**config.mk**
```make
export PLATFORM = sky130hd
export DESIGN_NAME = prar_cell
export DESIGN_NICKNAME = d
export VERILOG_FILES = /design/src/assert_macros.svh /design/src/prar_pkg.sv /design/src/prar_cell.sv
export SDC_FILE = /design/constraint.sdc
export NUM_CORES = 1
export LEC_CHECK = 0
export BUFFER_PORTS_ARGS = -buffer_cell sky130_fd_sc_hd__clkbuf_2
export CAP_MARGIN = 20
export CORE_ASPECT_RATIO = 1.2
export CORE_MARGIN = 1.5
export CORE_UTILIZATION = 51
export DETAILED_ROUTE_END_ITERATION = 8
export PLACE_DENSITY_LB_ADDON = 0.12
export SETUP_SLACK_MARGIN = 0.15
export SYNTH_ARGS = -nofsm -noshare
export SYNTH_HDL_FRONTEND = slang
export SYNTH_SLANG_ARGS = --single-unit
```
**constraint.sdc**
```tcl
create_clock -name i_clk -period 12.35 [get_ports i_clk]
set_clock_uncertainty 0.05 [all_clocks]
set_input_delay 0.6175 -clock i_clk [delete_from_list [all_inputs] [get_ports i_clk]]
set_output_delay 0.6175 -clock i_clk [all_outputs]
set_load 0.02 [all_outputs]
```
**src/assert_macros.svh**
```systemverilog
// assertion helpers, empty when synthesizing
`ifndef ASSERT_MACROS_SVH
`define ASSERT_MACROS_SVH
`ifndef SYNTHESIS
`define PRAR_ASSERT(label, clk, rst_n, expr) \
    label: assert property (@(posedge clk) disable iff (!rst_n) (expr)) \
        else $error("assertion failed");
`define PRAR_ASSERT_IMPL(label, clk, rst_n, ante, cons) \
    label: assert property (@(posedge clk) disable iff (!rst_n) (ante) |-> (cons)) \
        else $error("assertion failed");
`else
`define PRAR_ASSERT(label, clk, rst_n, expr)
`define PRAR_ASSERT_IMPL(label, clk, rst_n, ante, cons)
`endif
`endif

```
**src/prar_pkg.sv**
```systemverilog
`default_nettype none
package prar_pkg;

    localparam int COORD_W    = 32;
    localparam int GUARD_BITS = 16;
    localparam int XY_W       = 52;
    localparam int Z_W        = 41;
    localparam int INV_W      = 32;
    localparam int ANG_FRAC   = 32;
    localparam logic [63:0] RAD_TO_DEG_Q32 = 64'd246083499208;

    typedef struct packed {
        logic signed [COORD_W-1:0] point_x;
        logic signed [COORD_W-1:0] point_y;
        logic signed [COORD_W-1:0] center_x;
        logic signed [COORD_W-1:0] center_y;
        logic signed [COORD_W-1:0] angle_deg;
    } t_in_beat;

    typedef struct packed {
        logic signed [COORD_W-1:0] rotated_x;
        logic signed [COORD_W-1:0] rotated_y;
    } t_out_beat;

    typedef struct packed {
        logic signed [XY_W-1:0]    x;
        logic signed [XY_W-1:0]    y;
        logic signed [Z_W-1:0]     z;
        logic signed [COORD_W-1:0] cx;
        logic signed [COORD_W-1:0] cy;
    } t_cord;

    // shift-subtract long division, elaboration only
    function automatic logic [63:0] udiv64(input logic [63:0] num, input logic [63:0] den);
        logic [63:0] quo;
        logic [64:0] rem;
        quo = '0;
        rem = '0;
        for (int b = 63; b >= 0; b--) begin
            rem = {rem[63:0], num[b]};
            if (rem >= {1'b0, den}) begin
                rem    = rem - {1'b0, den};
                quo[b] = 1'b1;
            end
        end
        return quo;
    endfunction

    function automatic logic [63:0] isqrt64(input logic [63:0] val);
        logic [63:0] n;
        logic [63:0] r;
        logic [63:0] b;
        n = val;
        r = '0;
        b = 64'd1 << 62;
        for (int j = 0; j < 32; j++) begin
            if (b > n) begin
                b = b >> 2;
            end
        end
        for (int j = 0; j < 32; j++) begin
            if (b != 64'd0) begin
                if (n >= r + b) begin
                    n = n - (r + b);
                    r = (r >> 1) + b;
                end else begin
                    r = r >> 1;
                end
                b = b >> 2;
            end
        end
        return r;
    endfunction

    // atan(2^-stage) in degrees, 32 fraction bits
    function automatic logic [63:0] stage_angle(input int stage);
        logic [63:0]  sum;
        logic [63:0]  term;
        logic [127:0] prod;
        logic [63:0]  res;
        int           e;
        sum = '0;
        if (stage == 0) begin
            res = 64'd45 << ANG_FRAC;
        end else begin
            for (int k = 0; k < 32; k++) begin
                e = stage * (2 * k + 1);
                if (e <= 62) begin
                    term = udiv64(64'd1 << (62 - e), 64'(2 * k + 1));
                    if (k[0]) begin
                        sum = sum - term;
                    end else begin
                        sum = sum + term;
                    end
                end
            end
            prod = {64'd0, sum} * {64'd0, RAD_TO_DEG_Q32};
            res  = prod[125:62];
        end
        return res;
    endfunction

    // inverse cordic gain, 32 fraction bits
    function automatic logic [INV_W-1:0] inverse_gain(input int stages);
        logic [63:0] p;
        logic [63:0] quo;
        p = 64'd1 << 63;
        for (int i = 1; i < 32; i++) begin
            if (i < stages) begin
                p = p + (p >> (2 * i));
            end
        end
        quo = udiv64(64'd1 << 63, isqrt64(p));
        return quo[INV_W-1:0];
    endfunction

endpackage
`default_nettype wire

```
**src/prar_cell.sv**
```systemverilog
`default_nettype none
module prar_cell #(
    parameter int STAGE = 0
) (
    input  wire logic            i_clk,
    input  wire logic            i_rst_n,
    input  wire logic            i_valid,
    output logic                 o_ready,
    input  wire prar_pkg::t_cord i_cord,
    output logic                 o_valid,
    input  wire logic            i_ready,
    output prar_pkg::t_cord      o_cord
);
    import prar_pkg::*;

    localparam logic signed [Z_W-1:0] ANGLE = Z_W'(stage_angle(STAGE));

    logic                   r_valid;
    t_cord                  r_cord;
    t_cord                  n_cord;
    logic signed [XY_W-1:0] xs, ys;

    assign o_ready = !r_valid || i_ready;
    assign o_valid = r_valid;
    assign o_cord  = r_cord;

    always_comb begin
        xs     = i_cord.x >>> STAGE;
        ys     = i_cord.y >>> STAGE;
        n_cord = i_cord;
        if (!i_cord.z[Z_W-1]) begin
            n_cord.x = i_cord.x - ys;
            n_cord.y = i_cord.y + xs;
            n_cord.z = i_cord.z - ANGLE;
        end else begin
            n_cord.x = i_cord.x + ys;
            n_cord.y = i_cord.y - xs;
            n_cord.z = i_cord.z + ANGLE;
        end
    end

    always_ff @(posedge i_clk) begin
        if (!i_rst_n) begin
            r_valid <= 1'b0;
        end else if (o_ready) begin
            r_valid <= i_valid;
        end
    end

    always_ff @(posedge i_clk) begin
        if (o_ready && i_valid) begin
            r_cord <= n_cord;
        end
    end

endmodule
`default_nettype wire

```
==> flow_summary.json <==
{
  "die_x_um": 165,
  "worst-path-max-fanout": 13,
  "pin_count": 424,
  "synth_nets": 2128,
  "pwr-share-clk_pct": 30.3,
  "status": "complete, no violations",
  "slowest_delay_ns": 0.63,
  "cp_slowest_cell": "a2111oi_0",
  "ant_nets": 0,
  "wl_per_cell_um": 24.0,
  "clk_pin_slew_ns": 0.06,
  "seq_power_share_pct": 37.1,
  "ctsHoldBuffers": 0,
  "synth-seq-cells": 209,
  "setup_viol": 0,
  "switchingPower_mw": 0.874,
  "leakage_nw": 8.42,
  "grt_max_degree": 75,
  "grt_pass1_vias": 15200,
  "cts_root_buf": "clkbuf_16",
  "synth_edf_count": 208,
  "synthArstFlopShare_pct": 0,
  "viasPerCell": 6.06,
  "grt-ovfl-total": 0,
  "crit_path_end_kind": "flip-flop",
  "vias": 15500,
  "ys.flop_type": "edfxtp_1",
  "power_density_nw_per_um2": 127,
  "slew_headroom_pct": 30.7,
  "finalMaxSlewViolations": 0,
  "tightest_slew_ns": 1.04,
  "ys_types": 69,
  "cts_made_buffers": 23,
  "core_area_um2": 31200,
  "final_hold_viol_count": 0,
  "finalCritPeriodShare_pct": 33.7,
  "max_freq_mhz": 240,
  "p_int_mw": 1.57,
  "syn_area_um2": 16100,
  "hold_class": "input pin to flip-flop",
  "worstPathCellList": "clkbuf_2, inv_1, ha_1, clkinv_1, a21oi_1, o31ai_1, a211oi_1, o21bai_1, a2111oi_0, o21ai_0, a311oi_1, o21ai_0, xnor2_1",
  "fin_crit_ns": 4.16,
  "nets": 2511,
  "cts_setup_buffers": 0,
  "critPathKind": "input pin to flip-flop",
  "cts_tree": "built",
  "ir_worst_vdd_mv": 0.120,
  "cts_buffer_depth": 3,
  "syn_area_per_cell_um2": 9.18,
  "share_comb_of_total_power_pct": 32.6,
  "dpl_cell_area_um2": 18500,
  "drc": 0,
  "dieArea_um2": 32600,
  "drtPass1Iterations": 6,
  "port_buffers": 423,
  "grt_usage_pct": 36.3,
  "grt_pass1_wl_mm": 89.0,
  "area_growth_pct": 19.9,
  "num_rows": 71,
  "crit_family": "compound AO/OA/AOI/OAI gates",
  "drive_gt1_share_pct": 22.3,
  "antenna_found_initial": 3,
  "clkLatencyLatePin_ns": 0.54,
  "path_buf_inv": 3,
  "yosysSeqAreaShare_pct": 39.0,
  "crit_required_ns": 12.58,
  "start_util_pct": 51.6,
  "final_area_um2": 19300,
  "cts_resized": 0,
  "clock_sinks": 209,
  "setup_tns_ns": 0,
  "syn_inst": 1751,
  "cpMostUsedCell": "o21ai_0",
  "drt-initial-drc-count": 1380,
  "place_congestion": 0.999,
  "wirelength_mm": 61.3,
  "ys_warn_count": 0,
  "crit_path_start_kind": "input pin",
  "swShare_pct": 35.7,
  "max_cap_violations": 0,
  "dp_hpwl_mm": 48.4,
  "h-tree-depth": 1,
  "arrival_ns": 4.39,
  "die_h_um": 197,
  "rsz0062_at_grt": "no",
  "power_mw": 2.45
}
[through the flow]
stage	util [%]	hold WS, ns	cells	setup WS [ns]
finish	61.8	0.196	2555	8.19
global route	61.8	0.182	2553	7.93
CTS	61.8	0.178	2552	8.37
detailed placement	59.2	0.504	2510	7.81
global placement	59.2	0.468	2510	7.80
floorplan	-	0.666	1751	6.06
[cells in the final DEF (no fill, tap or decap), types with 25 or more instances in the layout]
master    synthesis  final
clkbuf_2          0    422
a21oi_1         227    227
edfxtp_1        208    208
ha_1            160    160
inv_1           158    157
nor2_1          122    122
o21ai_0         117    117
nand2_1         105    105
xnor2_1         102    102
nor3_1           50     50
o21bai_1         47     47
nand3_1          34     34
o31ai_1          29     29
nand4_1          28     28
mux2i_1          28     28
o21a_1           25     25
[state kept, by name (all words and copies together) (netlist names)]
name / count
o_cord: 208
o_valid: 1
[worst register-to-register path: stages, from the launching register on]
cell and delay, ns:
dfxtp_1 0.32, nand2b_1 0.11, and2_4 0.70, buf_4 0.93
[layout make-up]
type	count	area [um^2]
fill	2805	11900
multi-input combinational	1304	8910
sequential	209	6270
timing repair buffer	429	2160
inverter	167	627
clock buffer	24	579
tap	401	502
clock inverter	18	220
antenna	3	7.51
[logic make-up (layout without fill, tap and decap cells)]
group,Yosys count,count (layout),share of synthesized area [%]
buf+inv,238,638,5.60
compound gates,584,584,22.5
other cells,0,3,0
fa+ha+maj,164,164,13.0
mux,28,28,1.74
xor+xnor,106,106,5.78
flops,209,209,39.0
simple gates,422,422,12.5
[power by group through the flow]
stage	Combinational (mW)	Clock (mW)	Sequential, mW
3_3_place_gp	0.773	0	0.920
6_report	0.797	0.741	0.908
3_5_place_dp	0.775	0	0.921
4_1_cts	0.782	0.750	0.908
2_1_floorplan	0.406	0	1.02
5_1_grt	0.849	0.776	0.914
[worst paths after layout]
kind               start          end  slack (ns)  depth (start not counted)
max          i_cord[131]  o_cord[154]        8.19                         13
min           i_cord[88]   o_cord[88]        0.20                          1
max reg2reg      o_valid  o_cord[185]        9.74                          3
min reg2reg      o_valid      o_valid        0.54                          2
[synthesized netlist by cell type, types with 29 or more instances]
cell type,count,area (um^2)
nor3_1,50,250
ha_1,160,2000
o21bai_1,47,353
o21ai_0,117,586
o31ai_1,29,218
nor2_1,122,458
nand3_1,34,170
clkbuf_1,51,191
edfxtp_1,208,6250
a21oi_1,227,1140
inv_1,158,593
xnor2_1,102,893
nand2_1,105,394
[metal layers]
layer | wire, um | track usage, % | vias up
li1 | - | - | 7132
met2 | 30100 | 63.6 | 826
met3 | 5270 | 6.68 | 213
met4 | 3730 | 19.8 | 0
met1 | 22200 | 41.2 | 7313
met5 | 0 | 0 | -
Power figures use the tool's default switching activity.
