### config.mk
export PLATFORM = sky130hd
export DESIGN_NAME = prar_reduce
export DESIGN_NICKNAME = d
export VERILOG_FILES = /design/src/assert_macros.svh /design/src/prar_pkg.sv /design/src/prar_reduce.sv
export SDC_FILE = /design/constraint.sdc
export NUM_CORES = 1
export LEC_CHECK = 0
export BUFFER_PORTS_ARGS = -buffer_cell sky130_fd_sc_hd__buf_2
export CELL_PAD_IN_SITES_DETAIL_PLACEMENT = 2
export CELL_PAD_IN_SITES_GLOBAL_PLACEMENT = 2
export CORE_ASPECT_RATIO = 1.2
export CORE_UTILIZATION = 37
export CTS_CLUSTER_DIAMETER = 30
export DETAILED_ROUTE_END_ITERATION = 16
export HOLD_SLACK_MARGIN = 0.08
export PLACE_DENSITY_LB_ADDON = 0.05
export SLEW_MARGIN = 15
export SYNTH_ARGS = -nofsm -noshare
export SYNTH_HDL_FRONTEND = slang
export SYNTH_SLANG_ARGS = --single-unit
### constraint.sdc
create_clock -name i_clk -period 13.55 [get_ports i_clk]
set_input_delay 0.6775 -clock i_clk [delete_from_list [all_inputs] [get_ports i_clk]]
set_output_delay 0.6775 -clock i_clk [all_outputs]
set_load 0.03 [all_outputs]
### src/assert_macros.svh
// assertion helpers, empty when synthesizing
`ifndef ASSERT_MACROS_SVH
`define ASSERT_MACROS_SVH
`ifndef SYNTHESIS
`define PRAR_ASSERT(label, clk, rst_n, expr) \
    label: assert property (@(posedge clk) disable iff (!rst_n) (expr)) \
        else $error("assertion failed");
`define PRAR_ASSERT_IMPL(label, clk, rst_n, ante, cons) \
    label: assert property (@(posedge clk) disable iff (!rst_n) (ante) |-> (cons)) \
        else $error("assertion failed");
`else
`define PRAR_ASSERT(label, clk, rst_n, expr)
`define PRAR_ASSERT_IMPL(label, clk, rst_n, ante, cons)
`endif
`endif

### src/prar_pkg.sv
`default_nettype none
package prar_pkg;

    localparam int COORD_W    = 32;
    localparam int GUARD_BITS = 16;
    localparam int XY_W       = 52;
    localparam int Z_W        = 41;
    localparam int INV_W      = 32;
    localparam int ANG_FRAC   = 32;
    localparam logic [63:0] RAD_TO_DEG_Q32 = 64'd246083499208;

    typedef struct packed {
        logic signed [COORD_W-1:0] point_x;
        logic signed [COORD_W-1:0] point_y;
        logic signed [COORD_W-1:0] center_x;
        logic signed [COORD_W-1:0] center_y;
        logic signed [COORD_W-1:0] angle_deg;
    } t_in_beat;

    typedef struct packed {
        logic signed [COORD_W-1:0] rotated_x;
        logic signed [COORD_W-1:0] rotated_y;
    } t_out_beat;

    typedef struct packed {
        logic signed [XY_W-1:0]    x;
        logic signed [XY_W-1:0]    y;
        logic signed [Z_W-1:0]     z;
        logic signed [COORD_W-1:0] cx;
        logic signed [COORD_W-1:0] cy;
    } t_cord;

    // shift-subtract long division, elaboration only
    function automatic logic [63:0] udiv64(input logic [63:0] num, input logic [63:0] den);
        logic [63:0] quo;
        logic [64:0] rem;
        quo = '0;
        rem = '0;
        for (int b = 63; b >= 0; b--) begin
            rem = {rem[63:0], num[b]};
            if (rem >= {1'b0, den}) begin
                rem    = rem - {1'b0, den};
                quo[b] = 1'b1;
            end
        end
        return quo;
    endfunction

    function automatic logic [63:0] isqrt64(input logic [63:0] val);
        logic [63:0] n;
        logic [63:0] r;
        logic [63:0] b;
        n = val;
        r = '0;
        b = 64'd1 << 62;
        for (int j = 0; j < 32; j++) begin
            if (b > n) begin
                b = b >> 2;
            end
        end
        for (int j = 0; j < 32; j++) begin
            if (b != 64'd0) begin
                if (n >= r + b) begin
                    n = n - (r + b);
                    r = (r >> 1) + b;
                end else begin
                    r = r >> 1;
                end
                b = b >> 2;
            end
        end
        return r;
    endfunction

    // atan(2^-stage) in degrees, 32 fraction bits
    function automatic logic [63:0] stage_angle(input int stage);
        logic [63:0]  sum;
        logic [63:0]  term;
        logic [127:0] prod;
        logic [63:0]  res;
        int           e;
        sum = '0;
        if (stage == 0) begin
            res = 64'd45 << ANG_FRAC;
        end else begin
            for (int k = 0; k < 32; k++) begin
                e = stage * (2 * k + 1);
                if (e <= 62) begin
                    term = udiv64(64'd1 << (62 - e), 64'(2 * k + 1));
                    if (k[0]) begin
                        sum = sum - term;
                    end else begin
                        sum = sum + term;
                    end
                end
            end
            prod = {64'd0, sum} * {64'd0, RAD_TO_DEG_Q32};
            res  = prod[125:62];
        end
        return res;
    endfunction

    // inverse cordic gain, 32 fraction bits
    function automatic logic [INV_W-1:0] inverse_gain(input int stages);
        logic [63:0] p;
        logic [63:0] quo;
        p = 64'd1 << 63;
        for (int i = 1; i < 32; i++) begin
            if (i < stages) begin
                p = p + (p >> (2 * i));
            end
        end
        quo = udiv64(64'd1 << 63, isqrt64(p));
        return quo[INV_W-1:0];
    endfunction

endpackage
`default_nettype wire

### src/prar_reduce.sv
`default_nettype none
module prar_reduce #(
    parameter int FRAC_BITS = 16
) (
    input  wire logic               i_clk,
    input  wire logic               i_rst_n,
    input  wire logic               i_valid,
    output logic                    o_ready,
    input  wire prar_pkg::t_in_beat i_beat,
    output logic                    o_valid,
    input  wire logic               i_ready,
    output prar_pkg::t_cord         o_cord
);
    import prar_pkg::*;

    localparam int K_W  = COORD_W - FRAC_BITS;
    localparam int U_W  = K_W + 1;
    localparam int RC_W = U_W - 8;
    localparam int PR_W = U_W + RC_W;
    localparam int W_W  = U_W + 2;
    localparam int M_W  = 9;
    localparam int R_W  = M_W + FRAC_BITS + 1;
    localparam int D_W  = COORD_W + 1;

    localparam int DEG_QUARTER = 90;
    localparam int DEG_HALF    = 180;
    localparam int DEG_3Q      = 270;
    localparam int DEG_FULL    = 360;

    localparam logic [U_W-1:0]  OFFSET =
        U_W'(DEG_FULL * ((2 ** (K_W - 1) + DEG_FULL - 1) / DEG_FULL));
    localparam logic [RC_W-1:0] RECIP = RC_W'((2 ** U_W) / DEG_FULL);
    localparam logic signed [R_W-1:0] HALF_Q = R_W'(DEG_HALF) << FRAC_BITS;
    localparam logic signed [R_W-1:0] FULL_Q = R_W'(DEG_FULL) << FRAC_BITS;

    logic rdy1, rdy2, rdy3, rdy4;

    // stage 1: offsets and biased integer degrees
    logic                        r_v1;
    logic signed [D_W-1:0]       r_dx1, r_dy1;
    logic signed [COORD_W-1:0]   r_cx1, r_cy1;
    logic [U_W-1:0]              r_u1;
    logic [FRAC_BITS-1:0]        r_frac1;
    logic [U_W-1:0]              n_u1;

    // stage 2: reciprocal product
    logic                        r_v2;
    logic signed [D_W-1:0]       r_dx2, r_dy2;
    logic signed [COORD_W-1:0]   r_cx2, r_cy2;
    logic [U_W-1:0]              r_u2;
    logic [PR_W-1:0]             r_prod2;
    logic [FRAC_BITS-1:0]        r_frac2;

    // stage 3: degrees modulo 360
    logic                        r_v3;
    logic signed [D_W-1:0]       r_dx3, r_dy3;
    logic signed [COORD_W-1:0]   r_cx3, r_cy3;
    logic [M_W-1:0]              r_kmod3;
    logic [FRAC_BITS-1:0]        r_frac3;
    logic [RC_W-1:0]             q_est;
    logic [W_W-1:0]              rem_w;
    logic [9:0]                  rem;
    logic [M_W-1:0]              n_kmod3;

    // stage 4: half-turn fold, working formats
    logic                        r_v4;
    t_cord                       r_cord4;
    t_cord                       n_cord4;
    logic signed [R_W-1:0]       pos_q, sub_half, sub_full, rs;
    logic                        above_q, fold;
    logic signed [D_W:0]         dxn, dyn;

    assign rdy4    = !r_v4 || i_ready;
    assign rdy3    = !r_v3 || rdy4;
    assign rdy2    = !r_v2 || rdy3;
    assign rdy1    = !r_v1 || rdy2;
    assign o_ready = rdy1;
    assign o_valid = r_v4;
    assign o_cord  = r_cord4;

    assign n_u1 = U_W'($signed(i_beat.angle_deg[COORD_W-1:FRAC_BITS])) + OFFSET;

    always_comb begin
        q_est   = r_prod2[PR_W-1:U_W];
        rem_w   = W_W'(r_u2) - W_W'(q_est) * W_W'(DEG_FULL);
        rem     = rem_w[9:0];
        n_kmod3 = (rem >= 10'(DEG_FULL)) ? M_W'(rem - 10'(DEG_FULL)) : M_W'(rem);
    end

    always_comb begin
        pos_q      = R_W'({r_kmod3, r_frac3});
        sub_half   = pos_q - HALF_Q;
        sub_full   = pos_q - FULL_Q;
        above_q    = (r_kmod3 > M_W'(DEG_QUARTER))
                  || ((r_kmod3 == M_W'(DEG_QUARTER)) && (r_frac3 != '0));
        fold       = above_q && (r_kmod3 < M_W'(DEG_3Q));
        if (fold) begin
            rs = sub_half;
        end else if (r_kmod3 >= M_W'(DEG_3Q)) begin
            rs = sub_full;
        end else begin
            rs = pos_q;
        end
        dxn        = fold ? -(D_W+1)'(r_dx3) : (D_W+1)'(r_dx3);
        dyn        = fold ? -(D_W+1)'(r_dy3) : (D_W+1)'(r_dy3);
        n_cord4.x  = XY_W'(dxn) <<< GUARD_BITS;
        n_cord4.y  = XY_W'(dyn) <<< GUARD_BITS;
        n_cord4.z  = Z_W'(rs) <<< (ANG_FRAC - FRAC_BITS);
        n_cord4.cx = r_cx3;
        n_cord4.cy = r_cy3;
    end

    always_ff @(posedge i_clk) begin
        if (!i_rst_n) begin
            r_v1 <= 1'b0;
            r_v2 <= 1'b0;
            r_v3 <= 1'b0;
            r_v4 <= 1'b0;
        end else begin
            if (rdy1) begin
                r_v1 <= i_valid;
            end
            if (rdy2) begin
                r_v2 <= r_v1;
            end
            if (rdy3) begin
                r_v3 <= r_v2;
            end
            if (rdy4) begin
                r_v4 <= r_v3;
            end
        end
    end

    always_ff @(posedge i_clk) begin
        if (rdy1 && i_valid) begin
            r_dx1   <= D_W'(i_beat.point_x) - D_W'(i_beat.center_x);
            r_dy1   <= D_W'(i_beat.point_y) - D_W'(i_beat.center_y);
            r_cx1   <= i_beat.center_x;
            r_cy1   <= i_beat.center_y;
            r_u1    <= n_u1;
            r_frac1 <= i_beat.angle_deg[FRAC_BITS-1:0];
        end
        if (rdy2 && r_v1) begin
            r_dx2   <= r_dx1;
            r_dy2   <= r_dy1;
            r_cx2   <= r_cx1;
            r_cy2   <= r_cy1;
            r_u2    <= r_u1;
            r_prod2 <= PR_W'(r_u1) * PR_W'(RECIP);
            r_frac2 <= r_frac1;
        end
        if (rdy3 && r_v2) begin
            r_dx3   <= r_dx2;
            r_dy3   <= r_dy2;
            r_cx3   <= r_cx2;
            r_cy3   <= r_cy2;
            r_kmod3 <= n_kmod3;
            r_frac3 <= r_frac2;
        end
        if (rdy4 && r_v3) begin
            r_cord4 <= n_cord4;
        end
    end

endmodule
`default_nettype wire

==> impl_metrics.py <==
metrics = {
    "outcome": {
        "status": "completed",
    },
    "sta": {
        "finalClockSkew_ps": 27.2,
        "worst_slew_margin_rel_pct": 35.2,
        "final_count_of_hold_timing_violations": 0,
        "top_achievable_clock_speed_ghz": 0.197,
        "final.setup.tns_ps": 0,
        "actual_transition_at_the_worst_max_transition_pin_ps": 971,
        "finalSetupViolations": 0,
        "maxSlewViolCount": 0,
        "period_needed_ps": 5080,
        "rsz0062_at_grt": "no",
        "layout_worst_path_cycle_share_pct": 37.5,
    },
    "detailed_routing": {
        "dr.first_iter.drc_count": 610,
        "drt_pass1_iterations": 4,
        "wire_per_inst_um": 21.5,
        "dr_vias": 16000,
        "remaining_design_rule_violation_count": 0,
        "detail-route-antenna-nets": 0,
        "vias_per_cell": 4.84,
        "routed_wire_length_um": 71000,
    },
    "synthesis": {
        "postSynthRegisterBits": 642,
        "synth.cell_area_um2": 27500,
        "post_synthesis_cells": 1786,
        "synth.yosys.warnings": 0,
        "ys_types": 68,
        "async_flop_share_pct": 0,
        "synth_edf_count": 638,
        "postSynth.topFlopCell": "edfxtp_1",
        "synthesis.area_per_instance_um2": 15.4,
        "synth-seq-area-share_pct": 69.9,
    },
    "layout": {
        "design.final.nets": 2586,
        "final_cell_count_no_fill": 3299,
        "layout-area-overhead-vs-synth_pct": 26.7,
        "final_layout_size_suffix_gt1_share_pct": 24.1,
        "post-route-util_pct": 47.4,
        "fillerInstances": 7031,
    },
    "cts": {
        "post_cts.repair.setup_buffers": 0,
        "tritoncts.num_buffers": 137,
        "cts_repair_resize_count": 0,
        "cts_max_path_buffers": 3,
        "path_clk_slew_ps": 50,
        "cts-hold-fix-buffers": 0,
        "cts.root.buffer_cell": "clkbuf_16",
        "clkSinkCount": 642,
        "worst_skew_pair_later_pin_latency_ps": 710,
        "cts_tree": "yes",
        "cts_max_level": 4,
    },
    "die": {
        "floorplan.initialDensity_pct": 37.4,
        "coreArea_um2": 73600,
        "die_height_um": 301,
        "die_width_um": 251,
        "die-area_um2": 75500,
        "top_level_ports": 375,
        "fp-row-count": 109,
    },
    "placed_design": {
        "detailedPlacementHpwl_um": 49300,
        "port_buffers": 326,
        "gp_routability_congestion": 0.801,
        "placedCellCount": 3045,
    },
    "global_routing": {
        "grt_start_max_net_pins": 140,
        "gr-usage-all-layers_pct": 19.2,
        "grt_antenna_before_repair": 19,
        "first_global_vias": 18300,
        "globalRoute.totalOverflow": 0,
        "global_route_wire_length_before_repair_um": 108000,
    },
    "worst_setup_path": {
        "worst_ep_required_time_ps": 13990,
        "worst-endpoint-arrival_ps": 5520,
        "critical_path_start_end_classification": "reg2reg",
        "worst_setup_path_end_kind": "register",
        "worst-path-max-fanout": 6,
        "timing.critical_path.slowest_cell_delay_ps": 510,
        "worst_path_max_delay_cell": "fa_1",
        "path_cells": "ha_1, inv_1, fa_1, inv_1, ha_1, xnor2_1, fa_1, inv_1, ha_1, a21o_1, a21o_1, a221o_1, a31oi_1, o32ai_1, o21ai_0, nand2b_1, a21oi_1, xnor2_1",
        "timing.critical_path.from_type": "register",
    },
    "job": {
        "number_of_max_cap_violations": 0,
    },
    "pwr": {
        "p_leak_nw": 13.9,
        "power-per-cell-area_nw_per_um2": 227,
        "ir_worst_vdd_mv": 0.208,
    },
    "hold_path": {
        "worst_hold_path_type": "in2reg",
    },
}
-- Yosys cell counts, types with 17 or more instances --
library cell	n	area (um^2)
buf_4	52	390
nor2b_1	17	106
ha_1	145	1810
a21oi_1	79	395
fa_1	36	721
a21o_1	40	300
xnor2_1	113	990
edfxtp_1	638	19200
xor2_1	50	438
inv_1	193	724
o21ai_0	67	335
nand2_1	65	244
nor2_1	60	225
-- kinds of logic (layout without fill, tap and decap cells) --
family / after synthesis / count (layout) / synth area share (%)
other cells: 1 / 56 / 0.0136
xor+xnor: 163 / 163 / 5.19
fa+ha+maj: 181 / 181 / 9.21
flops: 642 / 642 / 69.9
compound gates: 289 / 289 / 6.80
simple gates: 247 / 247 / 4.57
buf+inv: 261 / 776 / 4.27
mux: 2 / 2 / 0.0727
-- state kept, by name, summed over array words and instances, names as in the netlist, 17 cells and up --
signal	count
r_dx3	33
r_cx2	32
r_dy3	33
r_cy1	32
r_dx2	33
r_cx1	32
r_dx1	33
r_dy1	33
r_cy2	32
r_cy3	32
r_cx3	32
r_u1	17
r_dy2	33
o_cord	157
-- critical path: cells and delay by family (launching register included) --
kind	cells	cell delay [ps]
flops	1	500
fa+ha+maj	5	1990
compound gates	7	1800
xor+xnor	2	240
simple gates	1	150
buf+inv	3	150
-- power breakdown --
| part | switching, mW | internal, mW | leakage [nW] |
|---|---|---|---|
| clock network | 1.07 | 2.27 | 2.23 |
| logic | 1.16 | 0.858 | 5.61 |
| registers | 0.0682 | 2.48 | 6.01 |
| total | 2.30 | 5.61 | 13.9 |
-- layout make-up --
cell class	instances	area, um^2	share of cell area [%]
Inverter	194	728	2.09
Multi-Input combinational cell	930	7340	21.0
Antenna cell	8	20.0	0.0574
Clock buffer	161	3600	10.3
Sequential cell	642	19200	55.2
Tap cell	943	1180	3.38
Timing Repair Buffer	336	1730	4.96
Clock inverter	85	1040	2.98
-- routing by layer --
layer | up-vias | track usage (%) | share of wire (%)
met5 | - | 0 | 0.11
met4 | 12 | 7.43 | 2.6
met3 | 140 | 6.47 | 6.3
li1 | 7428 | - | -
met1 | 7987 | 20.7 | 38
met2 | 403 | 34.6 | 53
-- layout by cell type (no fill, tap or decap), types with 7 or more instances in the layout --
master | netlist | routed
a21boi_0 | 8 | 7
clkinv_2 | 0 | 16
o41ai_1 | 7 | 7
nor2b_1 | 17 | 15
o31ai_1 | 14 | 14
edfxtp_1 | 638 | 638
o21ai_0 | 67 | 67
clkinv_4 | 0 | 9
nor2_1 | 60 | 59
nand2_1 | 65 | 65
clkinvlp_4 | 0 | 12
clkinv_1 | 0 | 17
and3_1 | 11 | 11
bufinv_16 | 0 | 20
clkbuf_16 | 0 | 141
clkbuf_1 | 15 | 20
a21o_1 | 40 | 40
inv_1 | 193 | 193
buf_2 | 0 | 326
inv_6 | 0 | 7
nor4_1 | 14 | 14
nand2b_1 | 11 | 11
or4_1 | 7 | 7
buf_4 | 52 | 8
xor2_1 | 50 | 50
ha_1 | 145 | 145
diode_2 | 0 | 8
nor3_1 | 15 | 15
a21oi_1 | 79 | 79
nand3_1 | 15 | 15
fa_1 | 36 | 36
conb_1 | 1 | 48
xnor2_1 | 113 | 113
o21a_1 | 13 | 13
-- per-stage QoR --
stage               area (um^2)  setup slack, ps  hold slack, ps  power (mW)
finish                    34900             8470             151        7.92
global route              34900             8130             106        8.37
CTS                       34900             8450            84.3        8.06
detailed placement        30200             8460             405        4.65
global placement          30200             8620             400        4.54
floorplan                 27700             3650             400        4.12
-- path summary, 6_finish.rpt --
path                            depth (start not counted)      start     endpoint  slack, ps
worst min register to register                          0  r_dx1[22]    r_dx2[22]        400
worst min-delay path                                    1  i_beat[3]   r_frac1[3]        150
worst max-delay path                                   18    r_u1[4]  r_prod2[21]       8470
worst max register to register                         18    r_u1[4]  r_prod2[21]       8470
(Power assumes the default switching activity.)
