**src/assert_macros.svh**
```systemverilog
// assertion helpers, empty when synthesizing
`ifndef ASSERT_MACROS_SVH
`define ASSERT_MACROS_SVH
`ifndef SYNTHESIS
`define PRAR_ASSERT(label, clk, rst_n, expr) \
    label: assert property (@(posedge clk) disable iff (!rst_n) (expr)) \
        else $error("assertion failed");
`define PRAR_ASSERT_IMPL(label, clk, rst_n, ante, cons) \
    label: assert property (@(posedge clk) disable iff (!rst_n) (ante) |-> (cons)) \
        else $error("assertion failed");
`else
`define PRAR_ASSERT(label, clk, rst_n, expr)
`define PRAR_ASSERT_IMPL(label, clk, rst_n, ante, cons)
`endif
`endif

```
**src/prar_pkg.sv**
```systemverilog
`default_nettype none
package prar_pkg;

    localparam int COORD_W    = 32;
    localparam int GUARD_BITS = 16;
    localparam int XY_W       = 52;
    localparam int Z_W        = 41;
    localparam int INV_W      = 32;
    localparam int ANG_FRAC   = 32;
    localparam logic [63:0] RAD_TO_DEG_Q32 = 64'd246083499208;

    typedef struct packed {
        logic signed [COORD_W-1:0] point_x;
        logic signed [COORD_W-1:0] point_y;
        logic signed [COORD_W-1:0] center_x;
        logic signed [COORD_W-1:0] center_y;
        logic signed [COORD_W-1:0] angle_deg;
    } t_in_beat;

    typedef struct packed {
        logic signed [COORD_W-1:0] rotated_x;
        logic signed [COORD_W-1:0] rotated_y;
    } t_out_beat;

    typedef struct packed {
        logic signed [XY_W-1:0]    x;
        logic signed [XY_W-1:0]    y;
        logic signed [Z_W-1:0]     z;
        logic signed [COORD_W-1:0] cx;
        logic signed [COORD_W-1:0] cy;
    } t_cord;

    // shift-subtract long division, elaboration only
    function automatic logic [63:0] udiv64(input logic [63:0] num, input logic [63:0] den);
        logic [63:0] quo;
        logic [64:0] rem;
        quo = '0;
        rem = '0;
        for (int b = 63; b >= 0; b--) begin
            rem = {rem[63:0], num[b]};
            if (rem >= {1'b0, den}) begin
                rem    = rem - {1'b0, den};
                quo[b] = 1'b1;
            end
        end
        return quo;
    endfunction

    function automatic logic [63:0] isqrt64(input logic [63:0] val);
        logic [63:0] n;
        logic [63:0] r;
        logic [63:0] b;
        n = val;
        r = '0;
        b = 64'd1 << 62;
        for (int j = 0; j < 32; j++) begin
            if (b > n) begin
                b = b >> 2;
            end
        end
        for (int j = 0; j < 32; j++) begin
            if (b != 64'd0) begin
                if (n >= r + b) begin
                    n = n - (r + b);
                    r = (r >> 1) + b;
                end else begin
                    r = r >> 1;
                end
                b = b >> 2;
            end
        end
        return r;
    endfunction

    // atan(2^-stage) in degrees, 32 fraction bits
    function automatic logic [63:0] stage_angle(input int stage);
        logic [63:0]  sum;
        logic [63:0]  term;
        logic [127:0] prod;
        logic [63:0]  res;
        int           e;
        sum = '0;
        if (stage == 0) begin
            res = 64'd45 << ANG_FRAC;
        end else begin
            for (int k = 0; k < 32; k++) begin
                e = stage * (2 * k + 1);
                if (e <= 62) begin
                    term = udiv64(64'd1 << (62 - e), 64'(2 * k + 1));
                    if (k[0]) begin
                        sum = sum - term;
                    end else begin
                        sum = sum + term;
                    end
                end
            end
            prod = {64'd0, sum} * {64'd0, RAD_TO_DEG_Q32};
            res  = prod[125:62];
        end
        return res;
    endfunction

    // inverse cordic gain, 32 fraction bits
    function automatic logic [INV_W-1:0] inverse_gain(input int stages);
        logic [63:0] p;
        logic [63:0] quo;
        p = 64'd1 << 63;
        for (int i = 1; i < 32; i++) begin
            if (i < stages) begin
                p = p + (p >> (2 * i));
            end
        end
        quo = udiv64(64'd1 << 63, isqrt64(p));
        return quo[INV_W-1:0];
    endfunction

endpackage
`default_nettype wire

```
**src/prar_scale.sv**
```systemverilog
`default_nettype none
module prar_scale #(
    parameter int CORDIC_STAGES = 24
) (
    input  wire logic            i_clk,
    input  wire logic            i_rst_n,
    input  wire logic            i_valid,
    output logic                 o_ready,
    input  wire prar_pkg::t_cord i_cord,
    output logic                 o_valid,
    input  wire logic            i_ready,
    output prar_pkg::t_out_beat  o_beat
);
    import prar_pkg::*;

    localparam logic [INV_W-1:0] INV_GAIN = inverse_gain(CORDIC_STAGES);
    localparam int HALF_W = XY_W / 2;
    localparam int HI_W   = XY_W - HALF_W;
    localparam int PP_W   = HI_W + INV_W;
    localparam int SUM_W  = XY_W + INV_W;
    localparam int SHIFT  = INV_W + GUARD_BITS;
    localparam int QM_W   = SUM_W - SHIFT;
    localparam int RES_W  = QM_W + 2;
    localparam logic [SUM_W-1:0] ROUND = SUM_W'(1) << (SHIFT - 1);
    localparam logic signed [RES_W-1:0] SAT_HI = (RES_W'(1) << (COORD_W - 1)) - RES_W'(1);
    localparam logic signed [RES_W-1:0] SAT_LO = -SAT_HI - RES_W'(1);

    logic rdy0, rdy1, rdy2, rdy3;

    // stage 0: sign and magnitude
    logic                      r_v0;
    logic                      r_neg_x0, r_neg_y0;
    logic [XY_W-1:0]           r_mag_x0, r_mag_y0;
    logic signed [COORD_W-1:0] r_cx0, r_cy0;

    // stage 1: partial products with the inverse gain
    logic                      r_v1;
    logic                      r_neg_x1, r_neg_y1;
    logic [PP_W-1:0]           r_ppl_x1, r_pph_x1, r_ppl_y1, r_pph_y1;
    logic signed [COORD_W-1:0] r_cx1, r_cy1;

    // stage 2: sum and round
    logic                      r_v2;
    logic                      r_neg_x2, r_neg_y2;
    logic [QM_W-1:0]           r_q_x2, r_q_y2;
    logic signed [COORD_W-1:0] r_cx2, r_cy2;
    logic [SUM_W-1:0]          sum_x, sum_y;

    // stage 3: origin add and saturate
    logic                      r_v3;
    t_out_beat                 r_beat3;
    t_out_beat                 n_beat3;
    logic signed [RES_W-1:0]   res_x, res_y;

    assign rdy3    = !r_v3 || i_ready;
    assign rdy2    = !r_v2 || rdy3;
    assign rdy1    = !r_v1 || rdy2;
    assign rdy0    = !r_v0 || rdy1;
    assign o_ready = rdy0;
    assign o_valid = r_v3;
    assign o_beat  = r_beat3;

    always_comb begin
        sum_x = (SUM_W'(r_pph_x1) << HALF_W) + SUM_W'(r_ppl_x1) + ROUND;
        sum_y = (SUM_W'(r_pph_y1) << HALF_W) + SUM_W'(r_ppl_y1) + ROUND;
    end

    always_comb begin
        res_x = r_neg_x2 ? RES_W'(r_cx2) - RES_W'(r_q_x2) : RES_W'(r_cx2) + RES_W'(r_q_x2);
        res_y = r_neg_y2 ? RES_W'(r_cy2) - RES_W'(r_q_y2) : RES_W'(r_cy2) + RES_W'(r_q_y2);
        if (res_x > SAT_HI) begin
            n_beat3.rotated_x = SAT_HI[COORD_W-1:0];
        end else if (res_x < SAT_LO) begin
            n_beat3.rotated_x = SAT_LO[COORD_W-1:0];
        end else begin
            n_beat3.rotated_x = res_x[COORD_W-1:0];
        end
        if (res_y > SAT_HI) begin
            n_beat3.rotated_y = SAT_HI[COORD_W-1:0];
        end else if (res_y < SAT_LO) begin
            n_beat3.rotated_y = SAT_LO[COORD_W-1:0];
        end else begin
            n_beat3.rotated_y = res_y[COORD_W-1:0];
        end
    end

    always_ff @(posedge i_clk) begin
        if (!i_rst_n) begin
            r_v0 <= 1'b0;
            r_v1 <= 1'b0;
            r_v2 <= 1'b0;
            r_v3 <= 1'b0;
        end else begin
            if (rdy0) begin
                r_v0 <= i_valid;
            end
            if (rdy1) begin
                r_v1 <= r_v0;
            end
            if (rdy2) begin
                r_v2 <= r_v1;
            end
            if (rdy3) begin
                r_v3 <= r_v2;
            end
        end
    end

    always_ff @(posedge i_clk) begin
        if (rdy0 && i_valid) begin
            r_neg_x0 <= i_cord.x[XY_W-1];
            r_neg_y0 <= i_cord.y[XY_W-1];
            r_mag_x0 <= i_cord.x[XY_W-1] ? XY_W'(-i_cord.x) : XY_W'(i_cord.x);
            r_mag_y0 <= i_cord.y[XY_W-1] ? XY_W'(-i_cord.y) : XY_W'(i_cord.y);
            r_cx0    <= i_cord.cx;
            r_cy0    <= i_cord.cy;
        end
        if (rdy1 && r_v0) begin
            r_neg_x1 <= r_neg_x0;
            r_neg_y1 <= r_neg_y0;
            r_ppl_x1 <= PP_W'(r_mag_x0[HALF_W-1:0]) * PP_W'(INV_GAIN);
            r_pph_x1 <= PP_W'(r_mag_x0[XY_W-1:HALF_W]) * PP_W'(INV_GAIN);
            r_ppl_y1 <= PP_W'(r_mag_y0[HALF_W-1:0]) * PP_W'(INV_GAIN);
            r_pph_y1 <= PP_W'(r_mag_y0[XY_W-1:HALF_W]) * PP_W'(INV_GAIN);
            r_cx1    <= r_cx0;
            r_cy1    <= r_cy0;
        end
        if (rdy2 && r_v1) begin
            r_neg_x2 <= r_neg_x1;
            r_neg_y2 <= r_neg_y1;
            r_q_x2   <= sum_x[SUM_W-1:SHIFT];
            r_q_y2   <= sum_y[SUM_W-1:SHIFT];
            r_cx2    <= r_cx1;
            r_cy2    <= r_cy1;
        end
        if (rdy3 && r_v2) begin
            r_beat3 <= n_beat3;
        end
    end

endmodule
`default_nettype wire

```
**config.mk**
```make
export PLATFORM = sky130hd
export DESIGN_NAME = prar_scale
export DESIGN_NICKNAME = d
export VERILOG_FILES = /design/src/assert_macros.svh /design/src/prar_pkg.sv /design/src/prar_scale.sv
export SDC_FILE = /design/constraint.sdc
export NUM_CORES = 2
export LEC_CHECK = 0
export ABC_AREA = 1
export BUFFER_PORTS_ARGS = -buffer_cell sky130_fd_sc_hd__buf_2
export CAP_MARGIN = 10
export CELL_PAD_IN_SITES_DETAIL_PLACEMENT = 0
export CELL_PAD_IN_SITES_GLOBAL_PLACEMENT = 1
export CORE_AREA = 2 2 551 553
export CTS_BUF_LIST = sky130_fd_sc_hd__clkbuf_2 sky130_fd_sc_hd__clkbuf_4 sky130_fd_sc_hd__clkbuf_8
export CTS_CLUSTER_DIAMETER = 200
export DETAILED_ROUTE_END_ITERATION = 10
export DIE_AREA = 0 0 553 555
export GPL_TIMING_DRIVEN = 0
export PLACE_DENSITY_LB_ADDON = 0.15
export SLEW_MARGIN = 20
export SYNTH_ARGS = -nofsm -noshare
export SYNTH_HDL_FRONTEND = slang
export SYNTH_SLANG_ARGS = --single-unit
```
**constraint.sdc**
```tcl
create_clock -name i_clk -period 26.9 [get_ports i_clk]
set_clock_uncertainty 0.1 [all_clocks]
set_input_delay 5.38 -clock i_clk [delete_from_list [all_inputs] [get_ports i_clk]]
set_output_delay 5.38 -clock i_clk [all_outputs]
set_load 0.02 [all_outputs]
```
==> Implementation_results.wiki <==
{| class="wikitable"
! Metric !! Value
|-
| Run status || complete, no violations
|-
| Number of global-route vias before repair || 72100
|-
| Cts repair resizes || 0
|-
| Std-Cell Rows || 202
|-
| Unrepaired setup endpoints after global routing || no
|-
| Total standard cell area after synthesis || 89900 um^2
|-
| Residual DRC || 0
|-
| Summed negative setup slack over all endpoints || 0 ps
|-
| Commonest non-fill, non-tap cells in the layout || 2703 x sky130_fd_sc_hd__inv_1, 1367 x sky130_fd_sc_hd__nand2_1, 1274 x sky130_fd_sc_hd__fa_1
|-
| Classification of the worst setup path || input port to primary output
|-
| Buffers from clock root to sink, at most || 4
|-
| Synthesized net count || 12600
|-
| Cell count of the worst reg-to-reg path || 24
|-
| Number of H-tree branching levels || 3
|-
| Number of filler cells placed in the layout || 31900
|-
| Die span in x || 553 um
|-
| WL final || 292000 um
|-
| Max Fanout on Critical Path || 3
|-
| Library cell used as clock root buffer || sky130_fd_sc_hd__clkbuf_8
|-
| Hold violation total from the final report || 0
|-
| Antenna viol nets, final || 0
|-
| Clock-pin slew on the worst setup and hold paths || 60 ps
|-
| Prevailing post-synth register cell || sky130_fd_sc_hd__edfxtp_1
|-
| Max-slew headroom at the worst pin || 31.5%
|-
| Final-report max-slew violation count || 0
|-
| Worst Max-Slew Pin Slew || 1020 ps
|-
| CTS tree || done
|-
| Number of cells on the worst hold path || 0
|-
| Port buffer count || 237
|-
| TritonCTS buffer count || 120
|-
| Routed vias || 65200
|-
| Number of setup buffers added after CTS || 0
|-
| Proportion of synthesized flip-flops having asynchronous set or reset || 0%
|-
| First-pass GRT wire length || 446000 um
|-
| Cell area reported after detailed placement || 96500 um^2
|-
| Count of flip-flops with a built-in enable after synthesis || 606
|-
| Most common library cell in the layout ignoring fill and taps || sky130_fd_sc_hd__inv_1
|-
| Peak clock frequency supported by timing || 83.0 MHz
|-
| Final HPWL from detailed placement || 259000 um
|-
| Initial Utilization || 29.8%
|-
| Vias per Instance || 4.53
|-
| Number of antenna violations at the first check in global routing || 3
|-
| Avg WL per Cell || 20.2 um
|-
| Synthesis-to-finish area growth || 10.2%
|-
| Synthesis-stage register bit count || 610
|-
| Pin count of the biggest net entering global routing || 89
|-
| Hold-fix buffers, CTS || 0
|-
| Routability-driven placement congestion ratio || 0.934
|-
| Clk_lat worst skew || 970 ps
|-
| Post-route cell area || 99100 um^2
|-
| Tightest Hold Check Type || flip-flop to flip-flop
|-
| Fraction of layout instances using a drive strength above 1 || 5.45%
|-
| Post-route minimum period || 12040 ps
|-
| Post-Synthesis Cells || 9952
|-
| Setup Viol. Count Final || 0
|-
| Crit end category || primary output
|-
| Slack of the worst reg-to-reg path || 19200 ps
|-
| Max cap viols || 0
|-
| RR Endpoint || r_ppl_x1[56]
|-
| Register area share after synthesis || 20.3%
|-
| CORE AREA || 301000 um^2
|-
| GRT Resource Usage Total || 19.2%
|-
| Yosys synthesis warning count || 0
|-
| Hold wc startpoint || r_cy1[15]
|-
| Drt initial violations || 3369
|-
| Part of the cycle the worst path needs || 44.8%
|-
| Total congestion overflow || 0
|-
| Syn_area_per_cell || 9.04 um^2
|-
| Arrival time worst endpoint || 6560 ps
|-
| Number of clock sinks || 610
|-
| Die Outline Area || 307000 um^2
|-
| Worst hold margin || 258 ps
|-
| IO Pins || 279
|-
| Hold path endpoint || r_cy2[15]
|-
| Required time worst endpoint || 21420 ps
|-
| Initial DRT Pass Iterations || 5
|-
| Unique masters post-synth || 60
|-
| Crit start category || input port
|-
| Overall die height || 555 um
|-
| Crit Reg-Reg Startpoint || r_mag_x0[21]
|-
| Final #Nets || 13000
|}
metrics by stage:
| step | utilization (%) | std cells | setup WS, ps |
|---|---|---|---|
| 2_1_floorplan | - | 9952 | 13240 |
| 3_3_place_gp | 31.9 | 14200 | 6210 |
| 3_5_place_dp | 32.0 | 14200 | 14830 |
| 4_1_cts | 32.9 | 14400 | 14830 |
| 5_1_grt | 32.9 | 14400 | 14690 |
| 6_report | 32.9 | 14400 | 14860 |
Yosys cell counts, types with 9 or more instances:
cell	n	share of area, %
sky130_fd_sc_hd__o21bai_1	41	0.34
sky130_fd_sc_hd__a211oi_1	9	0.075
sky130_fd_sc_hd__fa_1	1274	28
sky130_fd_sc_hd__nor2_2	15	0.10
sky130_fd_sc_hd__a21oi_1	442	2.5
sky130_fd_sc_hd__o31ai_1	14	0.12
sky130_fd_sc_hd__o21ai_1	9	0.050
sky130_fd_sc_hd__xnor2_1	140	1.4
sky130_fd_sc_hd__a21o_1	53	0.44
sky130_fd_sc_hd__or2_2	27	0.19
sky130_fd_sc_hd__inv_1	2705	11
sky130_fd_sc_hd__o211ai_1	13	0.11
sky130_fd_sc_hd__nor2_1	759	3.2
sky130_fd_sc_hd__nand2_1	1367	5.7
sky130_fd_sc_hd__nand2_2	21	0.15
sky130_fd_sc_hd__xor2_1	309	3.0
sky130_fd_sc_hd__o21a_1	28	0.23
sky130_fd_sc_hd__nand3b_1	13	0.11
sky130_fd_sc_hd__ha_1	1204	17
sky130_fd_sc_hd__a21boi_0	11	0.092
sky130_fd_sc_hd__nand4_1	64	0.45
sky130_fd_sc_hd__edfxtp_1	606	20
sky130_fd_sc_hd__a31oi_1	98	0.68
sky130_fd_sc_hd__nand3_1	216	1.2
sky130_fd_sc_hd__inv_2	9	0.038
sky130_fd_sc_hd__nor4_1	42	0.29
sky130_fd_sc_hd__o21ai_0	246	1.4
sky130_fd_sc_hd__nor3_1	116	0.65
sky130_fd_sc_hd__clkbuf_1	18	0.075
area by class of cell:
class	instances	area (um^2)	area share (%)
Multi-Input combinational cell	6595	61300	61.8
Sequential cell	610	18300	18.4
Inverter	2716	10200	10.3
Tap cell	3978	4980	5.02
Clock buffer	161	1970	1.98
Timing Repair Buffer	252	1520	1.54
Clock inverter	59	693	0.699
Buffer	31	204	0.206
Antenna cell	4	10.0	0.0101
flip-flops by register name, summed over array words and instances (netlist names), 29 cells and up:
name	flops
o_beat	64
r_pph_x1	55
r_pph_y1	55
r_mag_x0	52
r_mag_y0	52
r_q_x2	36
r_q_y2	36
r_cx0	32
r_cx1	32
r_cx2	32
r_cy0	32
r_cy1	32
r_cy2	32
r_ppl_x1	29
r_ppl_y1	29
critical path: stages:
cell and delay (ps):
sky130_fd_sc_hd__buf_2 100, sky130_fd_sc_hd__nor2_1 220, sky130_fd_sc_hd__inv_1 90, sky130_fd_sc_hd__nor2_1 90
sky130_fd_sc_hd__inv_1 60, sky130_fd_sc_hd__nor2_1 80, sky130_fd_sc_hd__inv_1 70, sky130_fd_sc_hd__nor2_1 220
sky130_fd_sc_hd__inv_1 90, sky130_fd_sc_hd__buf_2 170
layer usage:
metal / up-vias / part of all wire, % / track usage [%]
li1: 31700 / - / -
met1: 32200 / 45 / 24.9
met2: 1043 / 50 / 34.4
met3: 294 / 2.8 / 1.46
met4: 0 / 2.8 / 5.13
met5: - / 0 / 0
cells by family after synthesis:
family          count (synthesis)  share of synthesized area, %
buf+inv                      2747                          11.6
flops                         610                          20.3
simple gates                 2676                          12.3
compound gates                992                          6.28
fa+ha+maj                    2478                          45.1
xor+xnor                      449                          4.37
how the worst max path moves through the flow:
| stage | slack (ps) | start | depth (start not counted) | end |
|---|---|---|---|---|
| 3_3_place_gp | 6210 | i_ready | 9 | r_mag_y0[2] |
| 2_1_floorplan | 13240 | i_ready | 8 | r_cx0[0] |
| 4_1_cts | 14830 | i_ready | 10 | o_ready |
| 3_5_place_dp | 14830 | i_ready | 10 | o_ready |
| 6_report | 14860 | i_ready | 10 | o_ready |
| 5_1_grt | 14690 | i_ready | 10 | o_ready |
Power is left out: the tool's default activity adds up to more than one toggle a clock period on the data nets, which glitch-free logic cannot reach.
